`src/rtl/bbzh_ram.sv`:
```
// Generic single-port-write, single-port-read RAM with registered read.
// Self-contained; no package needed.
module bbzh_ram #(
   parameter int WIDTH = 64,
   parameter int DEPTH = 16
) (
   input  logic                     clock,
   input  logic                     wr_en,
   input  logic [$clog2(DEPTH)-1:0] wr_addr,
   input  logic [WIDTH-1:0]         wr_data,
   input  logic [$clog2(DEPTH)-1:0] rd_addr,
   output logic [WIDTH-1:0]         rd_data
);

   logic [WIDTH-1:0] mem [DEPTH];
   logic [WIDTH-1:0] rd_data_ff;

   always_ff @(posedge clock) begin
      if (wr_en) begin
         mem[wr_addr] <= wr_data;
      end
      rd_data_ff <= mem[rd_addr];
   end

   assign rd_data = rd_data_ff;

endmodule

```
`config.mk`:
```
export PLATFORM = sky130hd
export DESIGN_NAME = bbzh_ram
export DESIGN_NICKNAME = d
export VERILOG_FILES = /design/src/rtl/bbzh_ram.sv
export SDC_FILE = /design/constraint.sdc
export NUM_CORES = 1
export LEC_CHECK = 0
export BUFFER_PORTS_ARGS = -buffer_cell sky130_fd_sc_hd__buf_2
export CAP_MARGIN = 20
export CORE_MARGIN = 5
export CORE_UTILIZATION = 35
export CTS_BUF_LIST = sky130_fd_sc_hd__clkbuf_8
export CTS_CLUSTER_DIAMETER = 80
export DETAILED_ROUTE_END_ITERATION = 10
export PLACE_DENSITY_LB_ADDON = 0.2
export SKIP_LAST_GASP = 1
export SLEW_MARGIN = 10
export SYNTH_ARGS = -nofsm -noshare
export SYNTH_HDL_FRONTEND = slang
export SYNTH_SLANG_ARGS = --single-unit
```
`constraint.sdc`:
```
create_clock -name clock -period 15.6 [get_ports clock]
set_input_delay 3.12 -clock clock [delete_from_list [all_inputs] [get_ports clock]]
set_output_delay 3.12 -clock clock [all_outputs]
set_load 0.02 [all_outputs]
```
== Word-level counts from Yosys, hierarchy flattened ==
Memory sizes are Yosys's and may differ from the RTL's. A register that Yosys moved wholly into a read port is not among the register bits.
Index checks and enable logic that the tools add are counted.
Cells by class
  multiplexer cells: 2
Operator list (count)
  2-to-1 mux 1 bit: 2
Storage, ports and cells
  register bits: 0
  bits in writable memories: 1024
  input bits: 74
  word-level logic and storage cells: 3
  memories kept: 1
Memories
  mem: depth 16, width 64, rd ports 1, clocked after Yosys merged registers in 1, write ports 1, line 15  | logic [WIDTH-1:0] mem [DEPTH];

== Longest topological paths before layout ==
  depth after elaboration: 2
  mapped depth: 6
  depth with buffers taken out: 3

== Least setup slack after synthesis ==
Ideal clock, no wire load.
  path type: in2reg
  from: in wr_addr[2]
  to: mem mem[0][0] (enable)
  setup time: 0.565 ns
  data arrival time: 7.983 ns
  data required time: 15.035 ns
  path slack: 7.051 ns
  cell stages on the path: 2
  buffers on the path: 0
  cell sequence: or3b_2 -> nor3_1
RTL lines
  from (decl): line 9  | input logic [$clog2(DEPTH)-1:0] wr_addr,
  to (decl): line 15
Straight into the memory's write port.

==> impl_metrics.csv <==
group,metric,value,unit
run_status,status,"finished, final reports clean",
power_and_ir_drop,p_per_area,128.7,nW/um^2
clocking,post-cts-setup-buffers,0,
place,gp_congestion,0.6833,
power_and_ir_drop,power.total,5.859,mW
logic_synthesis,netlist_area,39580,um^2
setup_path,worstPathRequired,16.29,ns
setup_path,cp-end-kind,"flop",
place,io_buffers,137,
sta,setup_slack,10.14,ns
clocking,clk_pin_slew,0.06,ns
sta,skew,0.02566,ns
floorplan,die-width,346.3,um
run,drv_cap,0,
sta,setup_viol,0,
power_and_ir_drop,vdd_drop_max,0.06483,mV
drt,ant_nets,0,
power_and_ir_drop,clock_power_share,0.387,
layout,most-common-layout-cells,"edfxtp_1 (1024), mux4_2 (256), clkbuf_8 (196)",
global_route,grt_use_met3,0.04190,
floorplan,rows,123,
layout,fin_nets,2001,
sta,tns,0,ns
drt,route.detailed.drc,0,
clocking,clk_latency,0.83,ns
power_and_ir_drop,combinationalPowerShare,0.051,
drt,wl_per_cell,26.79,um
logic_synthesis,seq_area_frac_synth,0.8092,
layout,fillers,10003,
global_route,grt_max_degree,97,
global_route,grt_pass1_wl,139.9,mm
layout,design_area,45530,um^2
place,preCtsSetupSlack,9.227,ns
global_route,grt_antenna_before_repair,21,
clocking,post_cts_resized,0,
clocking,clockRootBuffer,"clkbuf_8",
floorplan,coreArea,112300,um^2
layout,syn2layout_area_growth,15.02,%
clocking,cts_tree,"done",
drt,firstDrtPassIters,5,
sta,fmax,183.0,MHz
sta,fin_crit,5.463,ns
logic_synthesis,ys_ff_latch,1088,
drt,drtIter0Drc,1554,
global_route,grt_overflow_total,0,
setup_path,arrival,6.16,ns
setup_path,worstSetupPathType,"primary input to flop",
sta,max_slew_margin,0.2613,
floorplan,initial_utilization,0.3523,
layout,final_common_cell,"edfxtp_1",
floorplan,dieArea,119900,um^2
sta,tightestPinTransition,1.105,ns
global_route,grt_use_met2,0.2601,
sta,hold_viol_final,0,
sta,rsz0062_at_grt,"false",
logic_synthesis,synthesis.instances,1647,
global_route,grt_pass1_vias,20367,
sta,finalMaxSlewViolations,0,
floorplan,ios,138,
min_path,hold_path_class,"flop to flop",
power_and_ir_drop,p_sw,1.316,mW
place,dp_hpwl,45.97,mm
floorplan,dieHeight,346.3,um
drt,viasPerCell,5.113,
drt,wl,96.11,mm
logic_synthesis,yosys_warnings,0,
layout,layout-drive-gt1-share,0.3274,
power_and_ir_drop,p_int,4.543,mW
logic_synthesis,syn_nets,1721,
sta,period_share,0.3502,
clocking,cts_buffer_depth,3,
clocking,ctsHoldBuffers,0,
global_route,track_usage,0.1600,
global_route,gr-usage-met1,0.2166,
clocking,htreeDepth,4,
power_and_ir_drop,pwr-share-seq,0.562,
global_route,grt_most_used_layer,"met2",
drt,vias,18342,
clocking,cts_buffers,181,
setup_path,cp-start-kind,"primary input",
logic_synthesis,syn_area_per_cell,24.03,um^2
power_and_ir_drop,p_leak,14.81,nW
power_and_ir_drop,sw_frac_of_total,0.2246,
logic_synthesis,synth_cell_type_count,18,
setup_path,path_max_fanout,90,
place,placed_area,42190,um^2
clocking,cts_sinks,1088,
==> logic make-up after synthesis <==
family                 synth area share
DFF                              0.8092
muxes                            0.1457
AOI/OAI and AO/OA               0.02428
and+or+nand+nor                0.009420
buffers and inverters           0.01141
==> Yosys cell counts (all sizes together) <==
cell type  count  area, um^2
and2           1       6.260
clkbuf        36       135.1
nand3          1       5.000
dfxtp         64        1281
nand2b         2       12.51
buf           48       316.5
nand2         65       244.0
a22oi        128       960.9
nor3           4       20.02
mux4         256        5766
nor2b          2       12.51
nand3b         2       15.01
nor2          13       48.80
edfxtp      1024       30750
or3b           1       8.760
==> worst paths after layout <==
kind	from	end	slack [ns]	cells past startpoint
max	rd_addr[1]	rd_data[29]	10.14	6
min	mem[15][56]	rd_data[56]	0.65	3
min reg2reg	mem[15][56]	rd_data[56]	0.65	3
max reg2reg	mem[3][50]	rd_data[50]	14.15	3
==> routing by layer <==
metal  up-vias  routed length [um]
met5         -                  65
met4        12                1450
met2       527               47040
met3       150                6192
li1       7671                   -
met1      9982               41360
==> power groups by stage <==
| stage | Sequential, mW | Clock [mW] | Combinational [mW] |
|---|---|---|---|
| after CTS | 3.30 | 2.34 | 0.308 |
| after floorplan | 3.37 | 0 | 0.156 |
| after detailed placement | 3.36 | 0 | 0.308 |
| after global routing | 3.30 | 2.49 | 0.326 |
| final | 3.29 | 2.26 | 0.300 |
| after global placement | 3.35 | 0 | 0.302 |
==> registers in the layout, summed over array words and instances (netlist names) <==
name and count:
mem 1024, rd_data 64
==> cell type report <==
cell class                 count  area (um^2)  share of cell area
antenna                        7        17.52           0.0003847
multi-input combinational    475         7234              0.1589
timing repair buffer         181         1049             0.02303
clock inverter               140        623.1             0.01369
tap                         1500         1877             0.04122
sequential                  1088        32030              0.7035
clock buffer                 196         2698             0.05925
==> stage by stage <==
stage / cells / utilization / hold slack (ns)
2_1_floorplan: 1647 / - / 0.6349
6_report: 3587 / 0.4053 / 0.6482
3_5_place_dp: 3244 / 0.3755 / 0.6553
4_1_cts: 3580 / 0.4051 / 0.6469
5_1_grt: 3582 / 0.4051 / 0.6601
3_3_place_gp: 3244 / 0.3755 / 0.6555
==> critical path, stage by stage <==
cell and delay (ns):
buf_8 0.52, buf_4 0.93, buf_4 0.76, mux4_2 0.41
a22oi_1 0.22, nand2_1 0.08
(Power assumes the default switching activity.)
