<file path="src/rtl/bbzh_pkg.sv">
// Shared constants, codes and types for the bitboard store with hash.
// Used by the key generator, the store and the testbench; depends on nothing.
package bbzh_pkg;

   localparam int NUM_KINDS   = 6;
   localparam int NUM_COLORS  = 2;
   localparam int NUM_BOARDS  = NUM_COLORS * NUM_KINDS;
   localparam int BOARD_AW    = $clog2(NUM_BOARDS);
   localparam int SQ_W        = 6;
   localparam int PIECE_KEYS  = NUM_BOARDS * 64;
   localparam int CASTLE_BASE = PIECE_KEYS;
   localparam int EP_BASE     = PIECE_KEYS + 4;
   localparam int SIDE_KEY    = PIECE_KEYS + 12;
   localparam int KEY_COUNT   = PIECE_KEYS + 13;
   localparam int KEY_AW      = $clog2(KEY_COUNT);

   localparam logic [2:0] EMPTY_KIND = 3'd6;

   localparam logic [2:0] OP_CLEAR  = 3'd0;
   localparam logic [2:0] OP_PLACE  = 3'd1;
   localparam logic [2:0] OP_REMOVE = 3'd2;
   localparam logic [2:0] OP_QUERY  = 3'd3;
   localparam logic [2:0] OP_RECOMP = 3'd4;

   localparam logic [63:0] KEY_SEED  = 64'h1234abcd5678ef01;
   localparam logic [63:0] KEY_GAMMA = 64'h9e3779b97f4a7c15;
   localparam logic [63:0] KEY_MIX1  = 64'hbf58476d1ce4e5b9;
   localparam logic [63:0] KEY_MIX2  = 64'h94d049bb133111eb;

   typedef struct packed {
      logic              wr;
      logic [KEY_AW-1:0] addr;
      logic              done;
   } keygen_status_type;

endpackage

</file>
<file path="src/rtl/bbzh_keygen.sv">
// Splitmix64 key generator that fills the key RAM once after reset.
// Depends on bbzh_pkg; each multiply runs as four 64x16 partial products.
module bbzh_keygen (
   input  logic                       clock,
   input  logic                       reset,
   output bbzh_pkg::keygen_status_type status,
   output logic [63:0]                key
);
   import bbzh_pkg::*;

   localparam logic [1:0] KG_ADD  = 2'd0;
   localparam logic [1:0] KG_MUL  = 2'd1;
   localparam logic [1:0] KG_OUT  = 2'd2;
   localparam logic [1:0] KG_DONE = 2'd3;

   logic [1:0]        state_ff, state_in;
   logic [63:0]       x_ff, x_in;
   logic [63:0]       opnd_ff, opnd_in;
   logic [63:0]       acc_ff, acc_in;
   logic [1:0]        step_ff, step_in;
   logic              second_ff, second_in;
   logic [KEY_AW-1:0] idx_ff, idx_in;

   logic [63:0] xa;
   logic [15:0] slice;
   logic [63:0] prod;
   logic [63:0] acc_sum;

   always_comb begin
      xa      = x_ff + KEY_GAMMA;
      slice   = second_ff ? 16'(KEY_MIX2 >> {step_ff, 4'b0000})
                          : 16'(KEY_MIX1 >> {step_ff, 4'b0000});
      prod    = opnd_ff * 64'(slice);
      acc_sum = acc_ff + (prod << {step_ff, 4'b0000});

      state_in  = state_ff;
      x_in      = x_ff;
      opnd_in   = opnd_ff;
      acc_in    = acc_ff;
      step_in   = step_ff;
      second_in = second_ff;
      idx_in    = idx_ff;

      case (state_ff)
         KG_ADD: begin
            x_in      = xa;
            opnd_in   = xa ^ (xa >> 30);
            acc_in    = '0;
            step_in   = '0;
            second_in = 1'b0;
            state_in  = KG_MUL;
         end
         KG_MUL: begin
            acc_in  = acc_sum;
            step_in = step_ff + 2'd1;
            if (step_ff == 2'd3) begin
               if (!second_ff) begin
                  // second round multiplies the remixed product
                  opnd_in   = acc_sum ^ (acc_sum >> 27);
                  acc_in    = '0;
                  second_in = 1'b1;
               end else begin
                  state_in = KG_OUT;
               end
            end
         end
         KG_OUT: begin
            idx_in = idx_ff + KEY_AW'(1);
            if (idx_ff == KEY_AW'(KEY_COUNT - 1)) begin
               state_in = KG_DONE;
            end else begin
               state_in = KG_ADD;
            end
         end
         default: begin
            state_in = KG_DONE;
         end
      endcase
   end

   always_ff @(posedge clock) begin
      if (reset) begin
         state_ff  <= KG_ADD;
         x_ff      <= KEY_SEED;
         idx_ff    <= '0;
         step_ff   <= '0;
         second_ff <= 1'b0;
      end else begin
         state_ff  <= state_in;
         x_ff      <= x_in;
         idx_ff    <= idx_in;
         step_ff   <= step_in;
         second_ff <= second_in;
      end
      opnd_ff <= opnd_in;
      acc_ff  <= acc_in;
   end

   assign key         = acc_ff ^ (acc_ff >> 31);
   assign status.wr   = (state_ff == KG_OUT);
   assign status.addr = idx_ff;
   assign status.done = (state_ff == KG_DONE);

endmodule

</file>
<file path="config.mk">
export PLATFORM = sky130hd
export DESIGN_NAME = bbzh_keygen
export DESIGN_NICKNAME = d
export VERILOG_FILES = /design/src/rtl/bbzh_pkg.sv /design/src/rtl/bbzh_keygen.sv
export SDC_FILE = /design/constraint.sdc
export NUM_CORES = 2
export LEC_CHECK = 0
export BUFFER_PORTS_ARGS = -buffer_cell sky130_fd_sc_hd__buf_4
export CORE_AREA = 2 2 306 308
export CTS_BUF_LIST = sky130_fd_sc_hd__clkbuf_4
export DETAILED_ROUTE_END_ITERATION = 7
export DIE_AREA = 0 0 308 310
export PLACE_DENSITY_LB_ADDON = 0.25
export SYNTH_ARGS = -nofsm -noshare
export SYNTH_HDL_FRONTEND = slang
export SYNTH_SLANG_ARGS = --single-unit
</file>
<file path="constraint.sdc">
create_clock -name clock -period 10.8 [get_ports clock]
set_input_delay 1.08 -clock clock [delete_from_list [all_inputs] [get_ports clock]]
set_output_delay 1.08 -clock clock [all_outputs]
set_load 0.01 [all_outputs]
</file>
=== Word level (Yosys, flattened, before mapping) ===
Index checks and enable logic that the tools add are counted.

* Input bits: 2
* Bits in registers: 207

* $mul: 1
* Shift operators: 3
* Add/sub/neg operators: 4
* Bitwise gates (word level): 3
* Reduce and logical (&&, ||, !) cells: 5
* Mux-type cells: 14
* Equality and inequality tests: 8

{| class="wikitable"
|+ Operators by type and width
! cell !! number
|-
| two-way mux 64 bit || 4
|-
| case mux 64 bit (2 select lines) || 2
|-
| right shift 64 x 6 -> 16 bit (first input constant) || 2
|-
| adder 64 bit || 1
|-
| adder 64 bit (second input constant) || 1
|-
| multiplier 64 x 16 -> 64 bit || 1
|-
| left shift 64 x 6 -> 64 bit || 1
|-
| bitwise XOR 64 x 33 -> 64 bit || 1
|-
| bitwise XOR 64 x 34 -> 64 bit || 1
|-
| bitwise XOR 64 x 37 -> 64 bit || 1
|-
| two-way mux 16 bit || 1
|-
| adder 10 x 1 -> 10 bit (second input constant) || 1
|-
| == test 10 bit (second input constant) || 1
|-
| == test 2 bit (second input constant) || 3
|-
| two-way mux 2 bit || 3
|-
| inequality test 2 bit (second input constant) || 3
|-
| case mux 2 bit (3 select lines) || 1
|-
| case mux 2 bit (2 select lines) || 1
|-
| AND reduction 2 bit || 2
|-
| AND reduction 3 bit || 1
|-
| adder 2 x 1 -> 2 bit (second input constant) || 1
|-
| == test 2 x 1 -> 1 bit (second input constant) || 1
|-
| logical NOT 2 bit || 1
|-
| case mux 1 bit (2 select lines) || 1
|-
| other kinds (2) || 2
|}

=== Longest topological paths before layout ===
* Depth after elaboration: 9
* Gate-level depth with buffers: 47
* Mapped depth without buffers: 40

=== Worst setup path after synthesis ===
Ideal clock, no wire load.

* Path type: reg-to-reg
* Start point: register step_ff[0]
* End point: register opnd_ff[33] (data pin)
* Cell stages (with the launch flop): 43
* Slack: 0.555 ns
* Setup time: 0.275 ns
* Buffers on the path: 6
* Data arrival time: 9.970 ns
* Path through: dfxtp_1 buf_1 inv_1 clkbuf_1 buf_1 ha_1 inv_1 o21ai_1 clkbuf_1 nand2_1 fa_1 fa_1 fa_1 inv_1 fa_1 fa_1 inv_1 fa_1 [7 not listed] o21ai_0 a21oi_1 o31ai_1 a31oi_1 xnor2_1 a221o_1 ha_1 clkbuf_1 a21o_1 a21o_1 a21oi_1 o21ai_0 a221oi_1 nand3_1 a31oi_1 xor2_1 xor2_1 mux2i_1

* Word-level cells in the longest chain between the ends: 9

{| class="wikitable"
|+ RTL lines
! element !! line !! source
|-
| from (decl) || bbzh_keygen.sv:20 || <nowiki>logic [1:0] step_ff, step_in;</nowiki>
|-
| from (signal assigned) || bbzh_keygen.sv:92 || <nowiki>step_ff <= step_in;</nowiki>
|-
| right shift 64 x 6 -> 16 bit (on tied branches) || bbzh_keygen.sv:32, bbzh_keygen.sv:31 ||
|-
| two-way mux 16 bit || bbzh_keygen.sv:31 || <nowiki>slice = second_ff ? 16'(KEY_MIX2 >> {step_ff, 4'b0000})</nowiki>
|-
| multiplier 64 x 16 -> 64 bit || bbzh_keygen.sv:33 || <nowiki>prod = opnd_ff * 64'(slice);</nowiki>
|-
| left shift 64 x 6 -> 64 bit * || bbzh_keygen.sv:34 || <nowiki>acc_sum = acc_ff + (prod << {step_ff, 4'b0000});</nowiki>
|-
| adder 64 bit * || bbzh_keygen.sv:34 ||
|-
| bitwise XOR 64 x 37 -> 64 bit * || bbzh_keygen.sv:59 || <nowiki>opnd_in = acc_sum ^ (acc_sum >> 27);</nowiki>
|-
| two-way mux 64 bit * || bbzh_keygen.sv:57 || <nowiki>if (!second_ff) begin</nowiki>
|-
| two-way mux 64 bit * || bbzh_keygen.sv:56 || <nowiki>if (step_ff == 2'd3) begin</nowiki>
|-
| case mux 64 bit (2 select lines) * || bbzh_keygen.sv:44 || <nowiki>case (state_ff)</nowiki>
|-
| named net opnd_in[33] || bbzh_keygen.sv:18 || <nowiki>logic [63:0] opnd_ff, opnd_in;</nowiki>
|-
| to (signal assigned) || bbzh_keygen.sv:95 || <nowiki>opnd_ff <= opnd_in;</nowiki>
|-
| to (decl) || bbzh_keygen.sv:18 ||
|}

The timed path passes the listed nets; every way through them passes the cells marked *. The select of a mux whose other input is x is not followed.
A chain may end at the register's enable or synchronous reset.

=== Worst setup path after layout ===
* Start point: register step_ff[0]
* End point: register opnd_ff[36] (data pin)

Same word-level chain as after synthesis.

==> flow_summary.json <==
{
  "status": "finished clean",
  "finalMaxSlewViolations": 0,
  "initial_core_util_pct": 45.49,
  "synth-xor-area-share_pct": 7.357,
  "synth_edf_count": 128,
  "fin_skew_ns": 0.06058,
  "hold_class": "reg -> reg",
  "hpwl_mm": 110.6,
  "yosys.cell_count.top_type": "inv_1",
  "antenna_left": 0,
  "nets": 5866,
  "place_ws_ns": 0.2038,
  "layout-drive-gt1-share_pct": 9.538,
  "grt_pass1_vias": 35230,
  "synthAdderAreaFrac_pct": 41.03,
  "start_kind": "flip-flop",
  "fin_crit_sh_pct": 96.88,
  "clk_path_buf_depth": 3,
  "syn-instance-count": 4880,
  "clock_latency_ns": 0.84,
  "syn_to_final_growth_pct": 8.996,
  "yosys.area.top_type": "fa_1",
  "synth_top_area_share_pct": 35.83,
  "cp_common_cell": "fa_1",
  "synth_area_leaders": "fa_1 36%, edfxtp_1 9.1%, inv_1 7.0%, nand2_1 6.8%, ha_1 5.2%",
  "top_level_ports": 78,
  "seqCellArea_um2": 5429,
  "fmax_mhz": 95.58,
  "syn_nets": 5810,
  "synth_common_cells": "780 x inv_1, 762 x nand2_1, 753 x fa_1",
  "setup_viol_count_final": 0,
  "cts.clk_slew.worst_paths_ns": 0.08,
  "grt_max_degree": 80,
  "firstDrtPassIters": 6,
  "gr-total-overflow": 0,
  "ys_seq_elements": 207,
  "multiInputGateArea_um2": 32800,
  "synth_ff_type": "edfxtp_1",
  "yosys_warnings": 0,
  "arrival_ns": 10.97,
  "antenna_found_initial": 5,
  "synth-simple-area-share_pct": 18.07,
  "vias_per_cell": 5.547,
  "synth_compound_area_share_pct": 9.936,
  "worst_pin_slew_ns": 1.151,
  "crit_path_max_incr_delay_ns": 0.81,
  "max-slew-margin-rel_pct": 23.24,
  "drt_iter0_markers": 2848,
  "critPathRequiredTime_ns": 11.31,
  "end_kind": "flip-flop",
  "crit_fanout": 20,
  "numCtsBuffers": 56,
  "gp_congestion": 1.006,
  "ys_async_sr_fraction_pct": 0,
  "die-width_um": 308,
  "syn_area_um2": 42070,
  "slowest_stage": "o41ai_1",
  "crit_type": "reg -> reg",
  "cts.htree.levels": 2,
  "wl_mm": 137.7,
  "die_area_um2": 95480,
  "root_buffer": "clkbuf_4",
  "cts_tree": "built",
  "seq_area_frac_synth_pct": 12.89,
  "synth_cell_types": 90,
  "coreArea_um2": 92490,
  "fin_crit_ns": 10.46,
  "drc_errors": 0,
  "maxCapViolations": 0,
  "synth_top_family_by_area": "adder cells",
  "setup_ws_ns": 0.3372,
  "synth_area_per_cell_um2": 8.621,
  "num_vias": 34280,
  "yosys-mux-area-fraction_pct": 0.8803,
  "die_h_um": 310,
  "grt_use_total_pct": 29.45,
  "portBuffers": 77,
  "clock_sinks": 207,
  "hold_viol": 0,
  "wl_per_cell_um": 22.29,
  "fill_cells": 8881,
  "grt_first_pass_wirelength_mm": 213.5,
  "core.rowCount": 112
}
==> worst max-delay path: cells and delay by family (launching register included) <==
| family | cells | cell delay [ns] |
|---|---|---|
| simple gates | 5 | 0.77 |
| fa+ha+maj | 9 | 4.11 |
| flops | 1 | 0.35 |
| compound gates | 11 | 2.85 |
| buf+inv | 9 | 1.24 |
| xor+xnor | 4 | 0.81 |
==> registers in the layout (all words and copies together) (netlist names) <==
signal / flops
acc_ff: 64
opnd_ff: 64
x_ff: 64
idx_ff: 10
state_ff: 2
step_ff: 2
second_ff: 1
==> timing repair <==
item / 4_1_cts / 5_1_grt
gates resized for setup: 0 / 46
setup endpoints to repair: 0 / 60
hold buffers: 0 / 0
buffers inserted: 0 / 20
==> path summary, 6_finish.rpt <==
| check | startpoint | to | slack (ns) | depth (start not counted) |
|---|---|---|---|---|
| worst max-delay path | step_ff[0]$_SDFFE_PP0P_ | opnd_ff[36]$_DFFE_PP_ | 0.34 | 38 |
| worst min-delay path | x_ff[1]$_SDFFE_PP0P_ | x_ff[1]$_SDFFE_PP0P_ | 0.50 | 2 |
| worst max register to register | step_ff[0]$_SDFFE_PP0P_ | opnd_ff[36]$_DFFE_PP_ | 0.34 | 38 |
| worst min register to register | x_ff[1]$_SDFFE_PP0P_ | x_ff[1]$_SDFFE_PP0P_ | 0.50 | 2 |
==> logic make-up (layout without fill, tap and decap cells) <==
family | count (synthesis) | after routing
simple gates | 1614 | 1614
other cells | 0 | 3
xor+xnor | 351 | 351
fa+ha+maj | 928 | 928
buf+inv | 1070 | 1170
flops | 207 | 207
mux | 35 | 35
compound gates | 675 | 675
==> stage by stage <==
stage	instances	hold WS, ns	instance area [um2]	utilization [%]	TNS, ns
5_1_grt	6180	0.5486	45860	49.58	-0.006154
4_1_cts	6155	0.5023	45410	49.10	0
3_3_place_gp	6053	0.4786	44650	48.27	0
6_report	6180	0.5043	45860	49.58	0
2_1_floorplan	4880	0.4602	42070	-	0
3_5_place_dp	6053	0.4868	44650	48.27	0
==> cells in the final DEF, fill, tap and decap left out, types with 40 or more instances in the layout <==
| master | netlist | routed |
|---|---|---|
| dfxtp_1 | 79 | 78 |
| buf_4 | 31 | 261 |
| edfxtp_1 | 128 | 128 |
| inv_1 | 780 | 779 |
| clkbuf_4 | 0 | 86 |
| and2_1 | 306 | 306 |
| nor3_1 | 40 | 40 |
| nor2b_1 | 48 | 47 |
| nand2b_1 | 49 | 49 |
| o21ai_0 | 159 | 153 |
| fa_1 | 753 | 753 |
| a21oi_1 | 241 | 234 |
| xor2_1 | 143 | 142 |
| nand2_1 | 762 | 761 |
| nand3_1 | 46 | 46 |
| nor2_1 | 227 | 225 |
| ha_1 | 175 | 167 |
| a21o_1 | 72 | 72 |
| xnor2_1 | 206 | 201 |
| o21bai_1 | 41 | 41 |
==> routing by layer <==
metal	track usage (%)	wire length [um]	vias up
li1	-	-	15290
met1	41.19	59330	17350
met2	47.74	63760	1380
met3	3.787	9774	251
met4	9.268	4868	2
met5	0	13	-
==> cell type report <==
| cell class | instances | area share (%) |
|---|---|---|
| sequential | 207 | 11.84 |
| tap | 1197 | 3.266 |
| clock inverter | 16 | 0.2510 |
| clock buffer | 86 | 1.408 |
| antenna | 3 | 0.01637 |
| timing repair buffer | 287 | 5.293 |
| inverter | 781 | 6.393 |
| multi-input combinational | 3603 | 71.53 |
Power is left out: the tool's default activity adds up to more than one toggle a clock period on the data nets, which glitch-free logic cannot reach.
